### src/sv/ohsl_pkg.sv
// Shared types, codes and defaults for the open-addressed hash set with list.
package ohsl_pkg;

    localparam int TABLE_SIZE_DEF    = 256;
    localparam int LIST_CAP_DEF      = 128;
    localparam int ENTITY_BITS_DEF   = 32;
    localparam int COLLIDER_BITS_DEF = 8;

    localparam logic [31:0] HASH_MULT_RESET = 32'd2654435769;

    localparam logic [2:0] ACT_INSERT  = 3'd0;
    localparam logic [2:0] ACT_LOOKUP  = 3'd1;
    localparam logic [2:0] ACT_REMOVE  = 3'd2;
    localparam logic [2:0] ACT_REM_POS = 3'd3;
    localparam logic [2:0] ACT_READ    = 3'd4;
    localparam logic [2:0] ACT_MARK    = 3'd5;

    localparam logic [2:0] STS_OK       = 3'd0;
    localparam logic [2:0] STS_PRESENT  = 3'd1;
    localparam logic [2:0] STS_NOTFOUND = 3'd2;
    localparam logic [2:0] STS_FULL     = 3'd3;
    localparam logic [2:0] STS_RANGE    = 3'd4;

    localparam logic [1:0] SLOT_FREE = 2'd0;
    localparam logic [1:0] SLOT_USED = 2'd1;
    localparam logic [1:0] SLOT_TOMB = 2'd2;

    typedef enum logic [3:0] {
        ST_IDLE,
        ST_HASH,
        ST_HOME,
        ST_PROBE_RD,
        ST_PROBE_CHK,
        ST_INS_WR,
        ST_POS_CHK,
        ST_POS_RD,
        ST_POS_ENT,
        ST_POS_USE,
        ST_REM_RD,
        ST_REM_WR,
        ST_RESULT,
        ST_CLEAR
    } fsm_state_t;

    typedef enum logic [1:0] {
        RES_NONE,
        RES_ENTRY,
        RES_NEW
    } res_sel_t;

    typedef struct packed {
        logic       ld_req;
        logic       hash_mul;
        logic       probe_init;
        logic       ent_rd;
        logic       ent_rd_slot;
        logic       probe_chk;
        logic       probe_next;
        logic       probe_hit;
        logic       ins;
        logic       list_rd_p;
        logic       ld_slot_list;
        logic       set_mark;
        logic       rem_start;
        logic       rem_move;
        logic       out_ld;
        logic [2:0] res_status;
        logic       res_found;
        res_sel_t   res_sel;
        logic       clr;
    } dp_cmd_t;

    typedef struct packed {
        logic hit;
        logic miss_end;
        logic full;
        logic pos_ok;
        logic p_ok;
        logic clr_done;
    } dp_sts_t;

endpackage

### src/sv/ohsl_ctrl.sv
// Controller state machine: sequences probes, inserts, removals and result hand-off.
module ohsl_ctrl import ohsl_pkg::*; (
    input  logic       aclk,
    input  logic       aresetn,
    input  logic       s_valid,
    output logic       s_ready,
    input  logic [2:0] s_action,
    output logic       m_valid,
    input  logic       m_ready,
    input  dp_sts_t    sts,
    output dp_cmd_t    cmd
);

    fsm_state_t state_reg, state_next;
    logic [2:0] action_reg;
    logic [2:0] res_status_reg, res_status_next;
    logic       res_found_reg, res_found_next;
    res_sel_t   res_sel_reg, res_sel_next;
    logic       m_valid_reg, m_valid_next;

    always_ff @(posedge aclk) begin
        if (!aresetn) begin
            state_reg      <= ST_CLEAR;
            m_valid_reg    <= 1'b0;
            res_status_reg <= STS_OK;
            res_found_reg  <= 1'b0;
            res_sel_reg    <= RES_NONE;
        end else begin
            state_reg      <= state_next;
            m_valid_reg    <= m_valid_next;
            res_status_reg <= res_status_next;
            res_found_reg  <= res_found_next;
            res_sel_reg    <= res_sel_next;
        end
    end

    always_ff @(posedge aclk) begin
        if (state_reg == ST_IDLE && s_valid) begin
            action_reg <= s_action;
        end
    end

    always_comb begin
        state_next = state_reg;
        case (state_reg)
            ST_CLEAR: begin
                if (sts.clr_done) begin
                    state_next = ST_IDLE;
                end
            end
            ST_IDLE: begin
                if (s_valid) begin
                    case (s_action)
                        ACT_INSERT, ACT_LOOKUP, ACT_REMOVE: state_next = ST_HASH;
                        ACT_REM_POS, ACT_READ, ACT_MARK:   state_next = ST_POS_CHK;
                        default:                           state_next = ST_RESULT;
                    endcase
                end
            end
            ST_HASH:     state_next = ST_HOME;
            ST_HOME:     state_next = ST_PROBE_RD;
            ST_PROBE_RD: state_next = ST_PROBE_CHK;
            ST_PROBE_CHK: begin
                if (sts.hit) begin
                    if (action_reg == ACT_REMOVE && sts.pos_ok) begin
                        state_next = ST_REM_RD;
                    end else begin
                        state_next = ST_RESULT;
                    end
                end else if (sts.miss_end) begin
                    if (action_reg == ACT_INSERT && !sts.full) begin
                        state_next = ST_INS_WR;
                    end else begin
                        state_next = ST_RESULT;
                    end
                end else begin
                    state_next = ST_PROBE_RD;
                end
            end
            ST_INS_WR:  state_next = ST_RESULT;
            ST_POS_CHK: state_next = sts.p_ok ? ST_POS_RD : ST_RESULT;
            ST_POS_RD:  state_next = ST_POS_ENT;
            ST_POS_ENT: state_next = ST_POS_USE;
            ST_POS_USE: state_next = (action_reg == ACT_REM_POS) ? ST_REM_RD : ST_RESULT;
            ST_REM_RD:  state_next = ST_REM_WR;
            ST_REM_WR:  state_next = ST_RESULT;
            ST_RESULT: begin
                if (!m_valid_reg || m_ready) begin
                    state_next = ST_IDLE;
                end
            end
            default:    state_next = ST_IDLE;
        endcase
    end

    always_comb begin
        cmd             = '0;
        cmd.res_sel     = res_sel_reg;
        cmd.res_status  = res_status_reg;
        cmd.res_found   = res_found_reg;
        res_status_next = res_status_reg;
        res_found_next  = res_found_reg;
        res_sel_next    = res_sel_reg;
        case (state_reg)
            ST_CLEAR: cmd.clr = 1'b1;
            ST_IDLE: begin
                cmd.ld_req = s_valid;
                if (s_valid) begin
                    res_status_next = STS_NOTFOUND;
                    res_found_next  = 1'b0;
                    res_sel_next    = RES_NONE;
                end
            end
            ST_HASH:     cmd.hash_mul   = 1'b1;
            ST_HOME:     cmd.probe_init = 1'b1;
            ST_PROBE_RD: cmd.ent_rd     = 1'b1;
            ST_PROBE_CHK: begin
                cmd.probe_chk = 1'b1;
                if (sts.hit) begin
                    cmd.probe_hit = 1'b1;
                    case (action_reg)
                        ACT_INSERT: begin
                            res_status_next = STS_PRESENT;
                            res_found_next  = 1'b1;
                            res_sel_next    = RES_ENTRY;
                        end
                        ACT_LOOKUP: begin
                            res_status_next = STS_OK;
                            res_found_next  = 1'b1;
                            res_sel_next    = RES_ENTRY;
                        end
                        default: begin
                            res_status_next = sts.pos_ok ? STS_OK : STS_NOTFOUND;
                            res_found_next  = sts.pos_ok;
                            res_sel_next    = sts.pos_ok ? RES_ENTRY : RES_NONE;
                        end
                    endcase
                end else if (sts.miss_end) begin
                    if (action_reg == ACT_INSERT) begin
                        res_status_next = sts.full ? STS_FULL : STS_OK;
                        res_found_next  = 1'b0;
                        res_sel_next    = sts.full ? RES_NONE : RES_NEW;
                    end else begin
                        res_status_next = STS_NOTFOUND;
                        res_found_next  = 1'b0;
                        res_sel_next    = RES_NONE;
                    end
                end else begin
                    cmd.probe_next = 1'b1;
                end
            end
            ST_INS_WR: cmd.ins = 1'b1;
            ST_POS_CHK: begin
                cmd.list_rd_p = 1'b1;
                if (!sts.p_ok) begin
                    res_status_next = STS_RANGE;
                    res_found_next  = 1'b0;
                    res_sel_next    = RES_NONE;
                end
            end
            ST_POS_RD: cmd.ld_slot_list = 1'b1;
            ST_POS_ENT: begin
                cmd.ent_rd      = 1'b1;
                cmd.ent_rd_slot = 1'b1;
            end
            ST_POS_USE: begin
                cmd.set_mark    = (action_reg == ACT_MARK);
                res_status_next = STS_OK;
                res_found_next  = 1'b1;
                res_sel_next    = RES_ENTRY;
            end
            ST_REM_RD:  cmd.rem_start = 1'b1;
            ST_REM_WR:  cmd.rem_move  = 1'b1;
            ST_RESULT:  cmd.out_ld    = !m_valid_reg || m_ready;
            default: begin
            end
        endcase
    end

    always_comb begin
        m_valid_next = m_valid_reg;
        if (cmd.out_ld) begin
            m_valid_next = 1'b1;
        end else if (m_ready) begin
            m_valid_next = 1'b0;
        end
    end

    assign s_ready = (state_reg == ST_IDLE);
    assign m_valid = m_valid_reg;

endmodule

### config.mk
export PLATFORM = sky130hd
export DESIGN_NAME = ohsl_ctrl
export DESIGN_NICKNAME = d
export VERILOG_FILES = /design/src/sv/ohsl_pkg.sv /design/src/sv/ohsl_ctrl.sv
export SDC_FILE = /design/constraint.sdc
export NUM_CORES = 1
export LEC_CHECK = 0
export ABC_AREA = 0
export BUFFER_PORTS_ARGS = -buffer_cell sky130_fd_sc_hd__buf_2
export CAP_MARGIN = 15
export CORE_MARGIN = 3
export CORE_UTILIZATION = 30
export DETAILED_ROUTE_END_ITERATION = 7
export GPL_TIMING_DRIVEN = 1
export HOLD_SLACK_MARGIN = 0.15
export MAX_ROUTING_LAYER = met4
export PLACE_DENSITY = 0.55
export SLEW_MARGIN = 20
export SYNTH_ARGS = -nofsm -noshare
export SYNTH_HDL_FRONTEND = slang
export SYNTH_SLANG_ARGS = --single-unit
export TNS_END_PERCENT = 20
### constraint.sdc
create_clock -name aclk -period 2.1 [get_ports aclk]
set_input_delay 0 -clock aclk [delete_from_list [all_inputs] [get_ports aclk]]
set_output_delay 0 -clock aclk [all_outputs]
set_load 0.02 [all_outputs]
==> impl_metrics.toml <==
[status]
status = "finished, final reports clean"

[layout]
area_delta_synth_final_pct = 32.27
layout_commonest_cell = "buf_2"
multi_input_area_sq_um = 568.0
layout_common_cells = "36 x buf_2, 17 x nor2_1, 12 x nand2_1"
stdcell_area_sq_um = 1303
nFillCells = 354
largest_reg_flops = 4
drive_gt1_frac = 0.3012
antenna_cells = 0
final_cells = 210
utilization = 0.4198
ff_latch_area_sq_um = 290.3
final_nets = 180

[die]
die_y_microns = 63.29
dieWidth_microns = 63.29
ios = 37
start_util = 0.3173
fp.dieArea_sq_um = 4006
floorplan.core_area_sq_um = 3103
fp-row-count = 20

[grt]
overflow = 0
grt_pass1_wl_microns = 4547
busiest_layer = "met2"
grt_pass1_vias = 996
grt_antenna_before_repair = 0
use_met1 = 0.1730
met3_usage = 0.04456
grtUsageTotal = 0.1433
grt_max_degree = 19
grt_util_met2 = 0.2372

[route]
ant_nets = 0
wl_microns = 2676
vias = 1030
drtIter0Drc = 67
post_drt_wl_per_cell_microns = 12.74
vias_per_cell = 4.905
first_pass_iters = 4
drc = 0

[yosys]
ys.flop_type = "dfxtp_1"
yosysWarnings = 0
syn_inst = 124
ys_types = 44
synth_edf_count = 3
syn-num-nets = 137
synth_area_per_cell_sq_um = 7.941
ys_seq_area_frac = 0.2948
ys_ff_latch = 13
netlist_area_sq_um = 984.7
yosys.area.top_type = "dfxtp_1"
ys_async_sr_fraction = 0
synth_area_leaders = "dfxtp_1 20%, edfxtp_1 9.1%, nor2_1 6.5%, nor3_1 4.6%, nand2_1 4.6%"
synth_top_area_frac = 0.2033

[timing]
finalSetupTns_ns = 0
fmax_mhz = 529.7
hold_viol = 0
setup_viol = 0
setup_ws_ns = 0.2120
maxSlewHeadroom = 0.6303
skew_ns = 0.0005512
hold_slack_ns = 0.1652
fin_crit_sh = 0.8991
min_period_ns = 1.888
max_slew.worst_pin.slew_ns = 0.5538
rsz0062_at_grt = "no"
finalMaxSlewViolations = 0

[cts]
cts_made_buffers = 3
cts_buffer_depth = 2
clk_pin_slew_ns = 0.09
clock_latency_ns = 0.28
cts_resized = 0
htreeDepth = 1
cts-root-buf = "clkbuf_4"
cts_tree = "done"
clock_sinks = 13

[critical_path]
worstPathRequired_ns = 2.10
critPathSlowestCell = "or4_1"
worstSetupPathType = "flop to primary output"
max_stage_delay_ns = 0.62
critPathArrivalTime_ns = 1.89
timing.critical_path.cells = "or4_1, inv_1, and2_1, buf_2"
cp-end-kind = "primary output"
cp_max_fo = 17
reg2reg_depth = 6
start_kind = "flop"

[power]
finalPower_mw = 1.124
power_leakage_nw = 0.6260
p_per_area_nw_per_um2 = 863.0
vdd_drop_max_mv = 0.3026

[place]
hpwl_microns = 2019
placement.io_buffers = 36
dp_cells = 195
place_area_sq_um = 1166
finalWeightedCongestion = 0.8938
dp_worst_setup_slack_ns = 0.3387

[min_path]
hold_depth = 4
min_path_type = "primary input to flop"

[flow_run]
cap_violations = 0
-- routing by layer --
metal | vias up | share of wire
li1 | 521 | -
met4 | 0 | 0
met5 | - | 0
met3 | 0 | 0.062
met2 | 36 | 0.47
met1 | 473 | 0.46
-- where the power goes --
| part | internal, mW | leakage (nW) | total [mW] | switching (mW) |
|---|---|---|---|---|
| clock | 0.0736 | 0.0150 | 0.163 | 0.0889 |
| sequential | 0.297 | 0.109 | 0.365 | 0.0684 |
| combinational | 0.252 | 0.502 | 0.597 | 0.345 |
| total | 0.622 | 0.626 | 1.12 | 0.502 |
-- cells in the mapped netlist (all sizes together) (2+ instances only) --
cell / number
nor2: 17
nand2: 12
dfxtp: 10
inv: 9
nor3: 9
buf: 7
nand2b: 7
clkbuf: 5
o21ai: 5
mux2i: 4
a21oi: 3
edfxtp: 3
a211oi: 2
a31oi: 2
and2: 2
nand4: 2
nand4bb: 2
o211ai: 2
o311ai: 2
-- worst max-delay path: cells and delay by family (launching register included) --
kind          cells  cell delay (ns)
simple gates      2             0.84
buf+inv           2             0.30
flops             1             0.47
-- cell type report --
type	count	area share
multi-input combinational	89	0.4361
tap	44	0.04227
clock buffer	4	0.02017
inverter	10	0.03842
sequential	13	0.2229
timing repair buffer	50	0.2402
-- cell families after synthesis --
group                  after synthesis  share of synthesized area
DFF                                 13                     0.2948
and+or+nand+nor                     57                     0.3024
buffers and inverters               22                     0.1283
AOI/OAI and AO/OA                   27                     0.2224
muxes                                5                    0.05210
-- worst paths after layout --
path,startpoint,to,slack (ns)
hold / removal,sts[1],state_reg[0],0.17
setup / recovery,state_reg[1],cmd[21],0.21
setup reg to reg,state_reg[1],m_valid,0.31
hold reg to reg,res_status_reg[2],res_status_reg[2],0.46
-- timing repair --
action	4_1_cts	5_1_grt
endpoints found under the hold margin	13	0
endpoints found under the setup margin	0	0
hold buffers	11	0
setup buffers	0	0
No activity file was read; power rests on OpenSTA's default activity.
